$ cat config.mk
export PLATFORM = sky130hd
export DESIGN_NAME = rle_lz_byte_decompressor_core
export DESIGN_NICKNAME = d
export VERILOG_FILES = /design/src/hdl/rlbd_pkg.sv /design/src/hdl/rlbd_front.sv /design/src/hdl/rlbd_fifo.sv /design/src/hdl/rlbd_back.sv /design/src/hdl/rle_lz_byte_decompressor_core.sv
export SDC_FILE = /design/constraint.sdc
export NUM_CORES = 2
export LEC_CHECK = 0
export BUFFER_PORTS_ARGS = -buffer_cell sky130_fd_sc_hd__buf_2
export CORE_ASPECT_RATIO = 0.5
export CORE_MARGIN = 3
export CORE_UTILIZATION = 60
export CTS_BUF_LIST = sky130_fd_sc_hd__clkbuf_4
export DETAILED_ROUTE_END_ITERATION = 8
export PLACE_DENSITY = 0.76
export SLEW_MARGIN = 10
export SYNTH_ARGS = -nofsm -noshare
export SYNTH_HDL_FRONTEND = slang
export SYNTH_SLANG_ARGS = --single-unit
$ cat constraint.sdc
create_clock -name i_clk -period 11.98 [get_ports i_clk]
set_clock_uncertainty 0.2 [all_clocks]
set_input_delay 2.396 -clock i_clk [delete_from_list [all_inputs] [get_ports i_clk]]
set_output_delay 2.396 -clock i_clk [all_outputs]
set_load 0.02 [all_outputs]
$ cat src/hdl/rlbd_pkg.sv
`timescale 1ns / 1ps
// Shared types and constants for the RLE / back-reference byte decompressor.
// No dependencies.
package rlbd_pkg;

    localparam int BYTE_W     = 8;
    localparam int CNT_W      = 7;
    localparam int BW_W       = 24;
    localparam int HIST_AW    = 8;
    localparam int MODE_SHIFT = 6;
    localparam int LIT_CNT_W  = 6;   // count field of literal and copy commands (0x3F)
    localparam int ST_W       = 3;
    localparam int ADDR_W     = 3;
    localparam int DATA_W     = 32;

    localparam logic [BW_W-1:0] LIMIT_RESET = 24'hFF_FFFF;

    // register index, taken from paddr above the word offset
    localparam logic [ADDR_W-3:0] REG_OUTPUT_LIMIT = '0;

    // top two bits of a control byte
    localparam logic [1:0] MODE_LIT  = 2'd2;
    localparam logic [1:0] MODE_COPY = 2'd3;

    // result status codes
    localparam logic [ST_W-1:0] ST_DATA  = 3'd0;
    localparam logic [ST_W-1:0] ST_END   = 3'd1;
    localparam logic [ST_W-1:0] ST_SHORT = 3'd2;
    localparam logic [ST_W-1:0] ST_LIMIT = 3'd3;
    localparam logic [ST_W-1:0] ST_DIST  = 3'd4;

    typedef enum logic [2:0] {
        OP_END   = 3'd0,
        OP_SHORT = 3'd1,
        OP_LIT   = 3'd2,
        OP_RUN   = 3'd3,
        OP_COPY  = 3'd4
    } t_op_kind;

    // one decoded command; data is the literal, run value or distance
    typedef struct packed {
        t_op_kind              kind;
        logic [BYTE_W-1:0]     data;
        logic [CNT_W-1:0]      count;
    } t_op;

    typedef struct packed {
        logic full;
        logic empty;
    } t_fifo_status;

endpackage

$ cat src/hdl/rlbd_front.sv
`timescale 1ns / 1ps
// Front end: takes compressed bytes, parses command structure, pushes commands.
// Depends on rlbd_pkg.
module rlbd_front (
    input  logic                          i_clk,
    input  logic                          i_rst_n,
    input  logic                          i_valid,
    output logic                          o_ready,
    input  logic [rlbd_pkg::BYTE_W-1:0]   i_byte,
    input  logic                          i_last,
    input  rlbd_pkg::t_fifo_status        i_fifo,
    output logic                          o_push,
    output rlbd_pkg::t_op                 o_op
);

    typedef enum logic [3:0] {
        PH_CTRL = 4'b0001,
        PH_OPER = 4'b0010,
        PH_LIT  = 4'b0100,
        PH_STOP = 4'b1000
    } t_phase;

    t_phase                         r_phase, n_phase;
    logic [1:0]                     r_mode, n_mode;
    logic [rlbd_pkg::CNT_W-1:0]     r_rem, n_rem;
    logic                           accept;

    // stopped stream swallows everything
    assign o_ready = (r_phase == PH_STOP) || !i_fifo.full;
    assign accept  = i_valid && o_ready;

    always_comb begin
        n_phase      = r_phase;
        n_mode       = r_mode;
        n_rem        = r_rem;
        o_push       = 1'b0;
        o_op.kind    = rlbd_pkg::OP_LIT;
        o_op.data    = i_byte;
        o_op.count   = r_rem;
        if (accept && r_phase != PH_STOP) begin
            if (r_phase == PH_CTRL && i_byte == '0) begin
                o_push    = 1'b1;
                o_op.kind = rlbd_pkg::OP_END;
                n_phase   = PH_STOP;
            end else if (i_last) begin
                o_push    = 1'b1;
                o_op.kind = rlbd_pkg::OP_SHORT;
                n_phase   = PH_STOP;
            end else begin
                unique case (r_phase)
                    PH_CTRL: begin
                        n_mode = i_byte[rlbd_pkg::BYTE_W-1:rlbd_pkg::MODE_SHIFT];
                        if (n_mode == rlbd_pkg::MODE_LIT) begin
                            n_rem = rlbd_pkg::CNT_W'(i_byte[rlbd_pkg::LIT_CNT_W-1:0]);
                            if (n_rem != '0) begin
                                n_phase = PH_LIT;
                            end
                        end else if (n_mode == rlbd_pkg::MODE_COPY) begin
                            n_rem   = rlbd_pkg::CNT_W'(i_byte[rlbd_pkg::LIT_CNT_W-1:0]);
                            n_phase = PH_OPER;
                        end else begin
                            n_rem   = i_byte[rlbd_pkg::CNT_W-1:0];
                            n_phase = PH_OPER;
                        end
                    end
                    PH_LIT: begin
                        o_push = 1'b1;
                        n_rem  = r_rem - 1'b1;
                        if (n_rem == '0) begin
                            n_phase = PH_CTRL;
                        end
                    end
                    PH_OPER: begin
                        if (r_mode == rlbd_pkg::MODE_COPY) begin
                            o_push    = (r_rem != '0);
                            o_op.kind = rlbd_pkg::OP_COPY;
                        end else begin
                            o_push    = 1'b1;
                            o_op.kind = rlbd_pkg::OP_RUN;
                        end
                        n_rem   = '0;
                        n_phase = PH_CTRL;
                    end
                    default: n_phase = PH_STOP;
                endcase
            end
        end
    end

    always_ff @(posedge i_clk) begin
        if (!i_rst_n) begin
            r_phase <= PH_CTRL;
            r_mode  <= '0;
            r_rem   <= '0;
        end else begin
            r_phase <= n_phase;
            r_mode  <= n_mode;
            r_rem   <= n_rem;
        end
    end

endmodule

$ cat src/hdl/rlbd_fifo.sv
`timescale 1ns / 1ps
// Command queue between the parser and the executor.
// Depends on rlbd_pkg.
module rlbd_fifo #(
    parameter int DEPTH = 4
) (
    input  logic                   i_clk,
    input  logic                   i_rst_n,
    input  logic                   i_push,
    input  rlbd_pkg::t_op          i_op,
    input  logic                   i_pop,
    output rlbd_pkg::t_op          o_op,
    output rlbd_pkg::t_fifo_status o_status
);

    localparam int PTR_W = $clog2(DEPTH);
    localparam int CNT_W = $clog2(DEPTH + 1);

    rlbd_pkg::t_op     r_mem [DEPTH];
    logic [PTR_W-1:0]  r_wr, r_rd;
    logic [CNT_W-1:0]  r_count;
    logic              do_push, do_pop;

    assign o_status.full  = (r_count == CNT_W'(DEPTH));
    assign o_status.empty = (r_count == '0);
    assign do_push = i_push && !o_status.full;
    assign do_pop  = i_pop && !o_status.empty;
    assign o_op    = r_mem[r_rd];

    always_ff @(posedge i_clk) begin
        if (do_push) begin
            r_mem[r_wr] <= i_op;
        end
    end

    always_ff @(posedge i_clk) begin
        if (!i_rst_n) begin
            r_wr    <= '0;
            r_rd    <= '0;
            r_count <= '0;
        end else begin
            if (do_push) begin
                r_wr <= (r_wr == PTR_W'(DEPTH - 1)) ? '0 : r_wr + 1'b1;
            end
            if (do_pop) begin
                r_rd <= (r_rd == PTR_W'(DEPTH - 1)) ? '0 : r_rd + 1'b1;
            end
            if (do_push && !do_pop) begin
                r_count <= r_count + 1'b1;
            end else if (do_pop && !do_push) begin
                r_count <= r_count - 1'b1;
            end
        end
    end

endmodule

$ cat src/hdl/rlbd_back.sv
`timescale 1ns / 1ps
// Executor: runs queued commands against the 256-byte history, checks the
// output limit and distances, and drives the registered result stage.
// Depends on rlbd_pkg.
module rlbd_back (
    input  logic                          i_clk,
    input  logic                          i_rst_n,
    input  rlbd_pkg::t_op                 i_op,
    input  rlbd_pkg::t_fifo_status        i_fifo,
    output logic                          o_pop,
    input  logic [rlbd_pkg::BW_W-1:0]     i_limit,
    output logic                          o_valid,
    input  logic                          i_ready,
    output logic [rlbd_pkg::BYTE_W-1:0]   o_byte,
    output logic [rlbd_pkg::CNT_W-1:0]    o_count,
    output logic [rlbd_pkg::ST_W-1:0]     o_status,
    output logic                          o_last
);

    typedef enum logic [7:0] {
        S_IDLE   = 8'b0000_0001,
        S_RUN    = 8'b0000_0010,
        S_FILL   = 8'b0000_0100,
        S_RUNOUT = 8'b0000_1000,
        S_CRD    = 8'b0001_0000,
        S_CWR    = 8'b0010_0000,
        S_FAIL   = 8'b0100_0000,
        S_STOP   = 8'b1000_0000
    } t_state;

    localparam int HIST_DEPTH = 1 << rlbd_pkg::HIST_AW;

    t_state                             r_state, n_state;
    logic [rlbd_pkg::BW_W-1:0]          r_bw, n_bw;
    logic [rlbd_pkg::BYTE_W-1:0]        r_byte, n_byte;
    logic [rlbd_pkg::CNT_W-1:0]         r_cnt, n_cnt;
    logic [rlbd_pkg::CNT_W-1:0]         r_take, n_take;
    logic                               r_short, n_short;
    logic [rlbd_pkg::ST_W-1:0]          r_fail, n_fail;
    logic [rlbd_pkg::BYTE_W-1:0]        r_rdata;

    logic [rlbd_pkg::BYTE_W-1:0]        r_hist [HIST_DEPTH];
    logic                               mem_we, mem_re;
    logic [rlbd_pkg::HIST_AW-1:0]       mem_ra;
    logic [rlbd_pkg::BYTE_W-1:0]        mem_wd;

    logic                               r_out_valid;
    logic [rlbd_pkg::BYTE_W-1:0]        r_out_byte;
    logic [rlbd_pkg::CNT_W-1:0]         r_out_cnt;
    logic [rlbd_pkg::ST_W-1:0]          r_out_st;
    logic                               r_out_last;

    logic                               out_free, emit, e_last;
    logic [rlbd_pkg::BYTE_W-1:0]        e_byte;
    logic [rlbd_pkg::CNT_W-1:0]         e_cnt;
    logic [rlbd_pkg::ST_W-1:0]          e_st;
    logic                               bw_full;
    logic [rlbd_pkg::BW_W-1:0]          room;
    logic [rlbd_pkg::CNT_W-1:0]         take;

    assign out_free = !r_out_valid || i_ready;
    assign bw_full  = (r_bw >= i_limit);
    assign room     = i_limit - r_bw;
    assign take     = bw_full ? '0 :
                      (room < rlbd_pkg::BW_W'(r_cnt)) ? room[rlbd_pkg::CNT_W-1:0] : r_cnt;
    // copy source; distance is at most 255 so the low bits wrap correctly
    assign mem_ra   = r_bw[rlbd_pkg::HIST_AW-1:0] - r_byte;

    always_comb begin
        n_state = r_state;
        n_bw    = r_bw;
        n_byte  = r_byte;
        n_cnt   = r_cnt;
        n_take  = r_take;
        n_short = r_short;
        n_fail  = r_fail;
        o_pop   = 1'b0;
        emit    = 1'b0;
        e_byte  = '0;
        e_cnt   = rlbd_pkg::CNT_W'(1);
        e_st    = rlbd_pkg::ST_DATA;
        e_last  = 1'b1;
        mem_we  = 1'b0;
        mem_wd  = r_byte;
        mem_re  = 1'b0;
        unique case (r_state)
            S_IDLE: begin
                if (!i_fifo.empty) begin
                    unique case (i_op.kind)
                        rlbd_pkg::OP_END: begin
                            if (out_free) begin
                                o_pop   = 1'b1;
                                emit    = 1'b1;
                                e_st    = rlbd_pkg::ST_END;
                                n_state = S_STOP;
                            end
                        end
                        rlbd_pkg::OP_SHORT: begin
                            if (out_free) begin
                                o_pop   = 1'b1;
                                emit    = 1'b1;
                                e_st    = rlbd_pkg::ST_SHORT;
                                n_state = S_STOP;
                            end
                        end
                        rlbd_pkg::OP_LIT: begin
                            if (out_free) begin
                                o_pop = 1'b1;
                                emit  = 1'b1;
                                if (bw_full) begin
                                    e_st    = rlbd_pkg::ST_LIMIT;
                                    n_state = S_STOP;
                                end else begin
                                    e_byte = i_op.data;
                                    mem_we = 1'b1;
                                    mem_wd = i_op.data;
                                    n_bw   = r_bw + 1'b1;
                                end
                            end
                        end
                        rlbd_pkg::OP_RUN: begin
                            o_pop   = 1'b1;
                            n_byte  = i_op.data;
                            n_cnt   = i_op.count;
                            n_state = S_RUN;
                        end
                        rlbd_pkg::OP_COPY: begin
                            o_pop   = 1'b1;
                            n_byte  = i_op.data;
                            n_cnt   = i_op.count;
                            n_state = S_CRD;
                        end
                        default: o_pop = 1'b1;
                    endcase
                end
            end
            S_RUN: begin
                n_take  = take;
                n_short = (take != r_cnt);
                n_cnt   = take;
                n_fail  = rlbd_pkg::ST_LIMIT;
                n_state = S_FILL;
            end
            S_FILL: begin
                // one history write per cycle for the part of the run that fits
                if (r_cnt != '0) begin
                    mem_we = 1'b1;
                    n_bw   = r_bw + 1'b1;
                    n_cnt  = r_cnt - 1'b1;
                end else begin
                    n_state = S_RUNOUT;
                end
            end
            S_RUNOUT: begin
                if (r_take == '0) begin
                    n_state = S_FAIL;
                end else if (out_free) begin
                    emit    = 1'b1;
                    e_byte  = r_byte;
                    e_cnt   = r_take;
                    e_last  = !r_short;
                    n_state = r_short ? S_FAIL : S_IDLE;
                end
            end
            S_CRD: begin
                if (r_byte == '0 || rlbd_pkg::BW_W'(r_byte) >= r_bw) begin
                    n_fail  = rlbd_pkg::ST_DIST;
                    n_state = S_FAIL;
                end else if (bw_full) begin
                    n_fail  = rlbd_pkg::ST_LIMIT;
                    n_state = S_FAIL;
                end else begin
                    mem_re  = 1'b1;
                    n_state = S_CWR;
                end
            end
            S_CWR: begin
                if (out_free) begin
                    mem_we  = 1'b1;
                    mem_wd  = r_rdata;
                    emit    = 1'b1;
                    e_byte  = r_rdata;
                    e_last  = (r_cnt == rlbd_pkg::CNT_W'(1));
                    n_bw    = r_bw + 1'b1;
                    n_cnt   = r_cnt - 1'b1;
                    n_state = e_last ? S_IDLE : S_CRD;
                end
            end
            S_FAIL: begin
                if (out_free) begin
                    emit    = 1'b1;
                    e_st    = r_fail;
                    n_state = S_STOP;
                end
            end
            S_STOP: begin
                // drain whatever the parser still queues
                o_pop = !i_fifo.empty;
            end
            default: n_state = S_STOP;
        endcase
    end

    always_ff @(posedge i_clk) begin
        if (mem_we) begin
            r_hist[r_bw[rlbd_pkg::HIST_AW-1:0]] <= mem_wd;
        end
        if (mem_re) begin
            r_rdata <= r_hist[mem_ra];
        end
    end

    always_ff @(posedge i_clk) begin
        if (!i_rst_n) begin
            r_state     <= S_IDLE;
            r_bw        <= '0;
            r_out_valid <= 1'b0;
        end else begin
            r_state <= n_state;
            r_bw    <= n_bw;
            if (emit) begin
                r_out_valid <= 1'b1;
            end else if (i_ready) begin
                r_out_valid <= 1'b0;
            end
        end
    end

    always_ff @(posedge i_clk) begin
        r_byte  <= n_byte;
        r_cnt   <= n_cnt;
        r_take  <= n_take;
        r_short <= n_short;
        r_fail  <= n_fail;
        if (emit) begin
            r_out_byte <= e_byte;
            r_out_cnt  <= e_cnt;
            r_out_st   <= e_st;
            r_out_last <= e_last;
        end
    end

    assign o_valid  = r_out_valid;
    assign o_byte   = r_out_byte;
    assign o_count  = r_out_cnt;
    assign o_status = r_out_st;
    assign o_last   = r_out_last;

endmodule

$ cat src/hdl/rle_lz_byte_decompressor_core.sv
`timescale 1ns / 1ps
// Top level of the RLE / back-reference byte decompressor: register port,
// parser, command queue and executor. Depends on rlbd_pkg, rlbd_front,
// rlbd_fifo, rlbd_back.
//
//  port group   | dir | payload
//  -------------+-----+-----------------------------------------------------
//  s_axis       | in  | tdata: in_byte[7:0]; tlast: in_last
//  m_axis       | out | tdata: out_byte[7:0], repeat_count[14:8]; tuser: status; tlast
//  apb (p*)     | in  | reg 0 at 0x0: output_limit[23:0]
//
// Control, literal and distance bytes are taken one per cycle while the queue has room.
// In the executor a literal is handled from idle, a run of n fitting bytes is written to history
// (one history write per byte) and then emitted once, a copy does a registered history read per byte.
// Input stalls only when the QUEUE_DEPTH-entry command queue is full; output stalls
// hold the executor. Reset is synchronous; history needs no clearing pass.
module rle_lz_byte_decompressor_core #(
    parameter int QUEUE_DEPTH = 4
) (
    input  logic                             i_clk,
    input  logic                             i_rst_n,
    // s_axis tdata: in_byte[7:0]
    input  logic                             i_s_axis_tvalid,
    output logic                             o_s_axis_tready,
    input  logic [7:0]                       i_s_axis_tdata,
    input  logic                             i_s_axis_tlast,
    // m_axis tdata: out_byte[7:0], repeat_count[14:8], zero[15]
    output logic                             o_m_axis_tvalid,
    input  logic                             i_m_axis_tready,
    output logic [15:0]                      o_m_axis_tdata,
    // m_axis tuser: status[2:0]
    output logic [2:0]                       o_m_axis_tuser,
    output logic                             o_m_axis_tlast,
    input  logic                             psel,
    input  logic                             penable,
    input  logic                             pwrite,
    input  logic [rlbd_pkg::ADDR_W-1:0]      paddr,
    input  logic [rlbd_pkg::DATA_W-1:0]      pwdata,
    output logic [rlbd_pkg::DATA_W-1:0]      prdata,
    output logic                             pready
);

    logic [rlbd_pkg::BW_W-1:0]   r_output_limit;
    logic                        reg_sel, reg_wr;
    logic                        push, pop;
    rlbd_pkg::t_op               push_op, head_op;
    rlbd_pkg::t_fifo_status      fifo_st;
    logic [rlbd_pkg::CNT_W-1:0]  out_cnt;
    logic [rlbd_pkg::BYTE_W-1:0] out_byte;

    assign pready  = 1'b1;
    assign reg_sel = (paddr[rlbd_pkg::ADDR_W-1:2] == rlbd_pkg::REG_OUTPUT_LIMIT);
    assign reg_wr  = psel && penable && pwrite && pready && reg_sel;
    assign prdata  = reg_sel ? rlbd_pkg::DATA_W'(r_output_limit) : '0;

    always_ff @(posedge i_clk) begin
        if (!i_rst_n) begin
            r_output_limit <= rlbd_pkg::LIMIT_RESET;
        end else if (reg_wr) begin
            r_output_limit <= pwdata[rlbd_pkg::BW_W-1:0];
        end
    end

    rlbd_front u_front (
        .i_clk   (i_clk),
        .i_rst_n (i_rst_n),
        .i_valid (i_s_axis_tvalid),
        .o_ready (o_s_axis_tready),
        .i_byte  (i_s_axis_tdata),
        .i_last  (i_s_axis_tlast),
        .i_fifo  (fifo_st),
        .o_push  (push),
        .o_op    (push_op)
    );

    rlbd_fifo #(
        .DEPTH (QUEUE_DEPTH)
    ) u_fifo (
        .i_clk    (i_clk),
        .i_rst_n  (i_rst_n),
        .i_push   (push),
        .i_op     (push_op),
        .i_pop    (pop),
        .o_op     (head_op),
        .o_status (fifo_st)
    );

    rlbd_back u_back (
        .i_clk    (i_clk),
        .i_rst_n  (i_rst_n),
        .i_op     (head_op),
        .i_fifo   (fifo_st),
        .o_pop    (pop),
        .i_limit  (r_output_limit),
        .o_valid  (o_m_axis_tvalid),
        .i_ready  (i_m_axis_tready),
        .o_byte   (out_byte),
        .o_count  (out_cnt),
        .o_status (o_m_axis_tuser),
        .o_last   (o_m_axis_tlast)
    );

    assign o_m_axis_tdata = {1'b0, out_cnt, out_byte};

endmodule

==> results.json <==
{
  "cts_max_level": 5,
  "number_of_antenna_violating_nets_in_the_routed_design": 0,
  "max_clock_freq_mhz": 143,
  "synth_edf_count": 2172,
  "slew_of_the_pin_with_the_lowest_slew_margin_ns": 1.38,
  "timing.final.hold_violations": 0,
  "async_flop_share_pct": 0,
  "viasPerCell": 6.50,
  "power.density_nw_per_um2": 191,
  "leakage_nw": 31.4,
  "cap_violations": 0,
  "final_cell_mix": "2,172 x sky130_fd_sc_hd__edfxtp_1, 719 x sky130_fd_sc_hd__clkbuf_4, 666 x sky130_fd_sc_hd__mux4_2, 326 x sky130_fd_sc_hd__nor2_1, 154 x sky130_fd_sc_hd__nand2_1",
  "drive_above_1_share_pct": 31.1,
  "synth_seq_area_share_pct": 73.9,
  "post_layout_nonfiller_instances": 7168,
  "groute.usage.overall_pct": 27.1,
  "holdCritStartpoint": "r_output_limit[18]",
  "min_delay_path_depth": 2,
  "grt_pass1_wl_mm": 309,
  "dominant_delay_contributor_by_cell_family_on_the_critical_path": "compound AO/OA/AOI/OAI gates",
  "ctsRootBufferMaster": "sky130_fd_sc_hd__clkbuf_4",
  "max_stage_delay_on_crit_path_ns": 0.96,
  "fp.dieW_um": 555,
  "design.die.area_um2": 156000,
  "clk_pin_slew_ns": 0.08,
  "cpMaxStageDelayCell": "sky130_fd_sc_hd__buf_4",
  "post_cts.resized_instances": 0,
  "detail_route.wirelength_mm": 208,
  "area_growth_pct": 9.38,
  "drt-pass1-iter-count": 6,
  "num_vias": 46600,
  "clk_latency_ns": 1.30,
  "cts-buffers-inserted": 481,
  "layout_worst_path_cycle_share_pct": 58.2,
  "post-layout-total-power_mw": 18.9,
  "drt_iter0_drc": 6229,
  "netlist_area_um2": 90400,
  "yosysWarningCount": 0,
  "number_of_design_rule_violations_left_after_detail_routing": 0,
  "final_core_utilization_pct": 66.3,
  "postSynth.topFlopCell": "sky130_fd_sc_hd__edfxtp_1",
  "cts_hold_buffers": 0,
  "outcome": "complete, no violations",
  "maximum_number_of_pins_on_one_net_before_global_route_repair": 150,
  "timing.setup.tns_ns": 0,
  "cp_cell_sequence": "inv_1 > ha_1 > or2_2 > o211a_1 > a21oi_1 > o21ai_1 > a221oi_2 > or2_2 > nor3_1 > o21ai_1 > nand2_1 > nand2_4 > buf_4",
  "ir_drop_uv": 145,
  "worst_slew_margin_rel_pct": 7.43,
  "critical_path.max_fanout": 104,
  "detailedPlacementHpwl_mm": 121,
  "min_period_ns": 6.97,
  "finalMaxSlewViolations": 0,
  "initial_utilization_pct": 60.6,
  "critical_path_data_arrival_time_ns": 7.64,
  "place_congestion": 0.890,
  "grt_overflow": 0,
  "worstRegToRegCells": 13,
  "r2r-start": "u_back.r_bw[3]",
  "final_common_cell": "sky130_fd_sc_hd__edfxtp_1",
  "avgSynthCellArea_um2": 20.2,
  "core-area_um2": 149000,
  "synth-seq-cells": 2251,
  "worst_hold_path.endpoint": "r_output_limit[18]",
  "cp.required_ns": 12.65,
  "timing.critical_path.to_type": "flop",
  "post_cts.repair.setup_buffers": 0,
  "count_of_final_setup_violators": 0,
  "numClockSinks": 2251,
  "dp.cells": 6372,
  "timing.rr.end": "u_back.r_hist[202][5]",
  "ys_types": 83,
  "wl_per_cell_um": 29.0,
  "io_buffer_count": 85,
  "worst-setup-path-type": "reg2reg",
  "rows": 100,
  "fin_nets": 4979,
  "first_global_vias": 46900,
  "critical_path.startpoint_type": "flop",
  "unrepaired_setup_endpoints_after_global_routing": "no",
  "buffering_stage_count_on_the_worst_path_with_inverters_included": 2,
  "worst_case_register_to_register_setup_slack_ns": 5.01,
  "synth_cells": 4468,
  "min_path_type": "reg2reg",
  "io_pins": 106,
  "tritoncts_clock_tree": "built",
  "cts.path.max_buffers": 4,
  "die_extent_in_y_um": 281,
  "grt_antenna_before_repair": 13
}
==> through the flow <==
stage | hold slack, ns | setup slack (ns) | instance area (um^2)
4_1_cts | 0.298 | 5.06 | 98900
3_3_place_gp | 0.278 | 5.01 | 93100
6_report | 0.292 | 5.01 | 98900
2_1_floorplan | 0.260 | 4.57 | 90500
5_1_grt | 0.319 | 4.60 | 98900
3_5_place_dp | 0.284 | 4.86 | 93100
==> where the power goes <==
group          switching [mW]  internal, mW  leakage (nW)
registers              0.0507          9.22          20.2
clock network            2.80          2.79          3.48
logic                    2.42          1.65          7.76
==> sequential cells by signal, indices dropped and copies added (netlist names), 8 cells and up, named ones only <==
| signal | count |
|---|---|
| u_fifo.r_mem | 72 |
| u_back.r_hist | 2048 |
| u_back.r_bw | 24 |
| u_back.o_byte | 8 |
| r_output_limit | 24 |
| u_back.r_state | 8 |
| u_back.r_byte | 8 |
| u_back.r_rdata | 8 |
==> how the worst max path moves through the flow <==
stage,from,to,slack (ns),cells after the start
2_1_floorplan,i_m_axis_tready,u_back.r_hist[0][7],4.57,6
3_3_place_gp,i_m_axis_tready,u_back.r_hist[130][5],5.01,8
3_5_place_dp,i_m_axis_tready,u_back.r_hist[131][1],4.86,8
4_1_cts,u_back.r_bw[3],u_back.r_hist[197][5],5.06,13
5_1_grt,u_back.r_bw[3],u_back.r_hist[53][5],4.60,13
6_report,u_back.r_bw[3],u_back.r_hist[202][5],5.01,13
==> cell usage after synthesis (10+ instances only) <==
cell type	count	share of area (%)
sky130_fd_sc_hd__edfxtp_1	2172	72
sky130_fd_sc_hd__mux4_2	666	17
sky130_fd_sc_hd__nor2_1	326	1.4
sky130_fd_sc_hd__nand2_1	174	0.72
sky130_fd_sc_hd__clkbuf_1	122	0.51
sky130_fd_sc_hd__a21oi_1	90	0.50
sky130_fd_sc_hd__dfxtp_1	79	1.7
sky130_fd_sc_hd__nor2b_1	77	0.53
sky130_fd_sc_hd__buf_2	70	0.39
sky130_fd_sc_hd__inv_1	62	0.26
sky130_fd_sc_hd__ha_1	59	0.82
sky130_fd_sc_hd__nand3_1	53	0.29
sky130_fd_sc_hd__mux2i_1	46	0.51
sky130_fd_sc_hd__o21ai_0	44	0.24
sky130_fd_sc_hd__and2_1	40	0.28
sky130_fd_sc_hd__buf_1	37	0.15
sky130_fd_sc_hd__a211oi_1	35	0.29
sky130_fd_sc_hd__xnor2_1	34	0.33
sky130_fd_sc_hd__nor3_1	27	0.15
sky130_fd_sc_hd__nor4_1	19	0.13
sky130_fd_sc_hd__and3_1	17	0.12
sky130_fd_sc_hd__nand4_1	16	0.11
sky130_fd_sc_hd__a22oi_1	11	0.091
sky130_fd_sc_hd__o211ai_1	11	0.091
sky130_fd_sc_hd__buf_4	10	0.083
sky130_fd_sc_hd__nand2b_1	10	0.069
sky130_fd_sc_hd__nand3b_1	10	0.083
sky130_fd_sc_hd__o21a_1	10	0.083
==> routing by layer <==
metal  routed length, um  track usage, %
met5                  30               0
met4                4360            7.98
met3               24800            7.58
met2               98800            41.3
met1               80000            39.2
==> cell families (layout without fill, tap and decap cells) <==
group / Yosys count / in the layout / synth area share, %
flip-flops: 2251 / 2251 / 73.9
AND/OR/NAND/NOR: 810 / 810 / 4.26
multiplexers: 713 / 713 / 17.1
buffers and inverters: 302 / 999 / 1.40
AO/OA/AOI/OAI: 287 / 287 / 2.09
adder cells (fa/ha/maj): 62 / 62 / 0.883
XOR/XNOR: 41 / 41 / 0.397
other: 2 / 16 / 0.00830
==> final cells by class <==
class	count	area [um^2]
well taps	1989	2490
flip-flops and latches	2251	66800
diodes	6	15.0
multi-input cells	1923	22600
clock buffers	719	5400
repair buffers	147	982
fillers	9500	50300
inverters	62	233
clock inverters	71	415
==> worst register-to-register path: cells and delay by family (launching register included) <==
kind	cells	cell delay (ns)
adders and majority gates	1	0.39
DFF	1	0.57
and+or+nand+nor	5	1.95
buffers and inverters	2	1.23
AOI/OAI and AO/OA	5	2.14
Power figures use the tool's default switching activity.
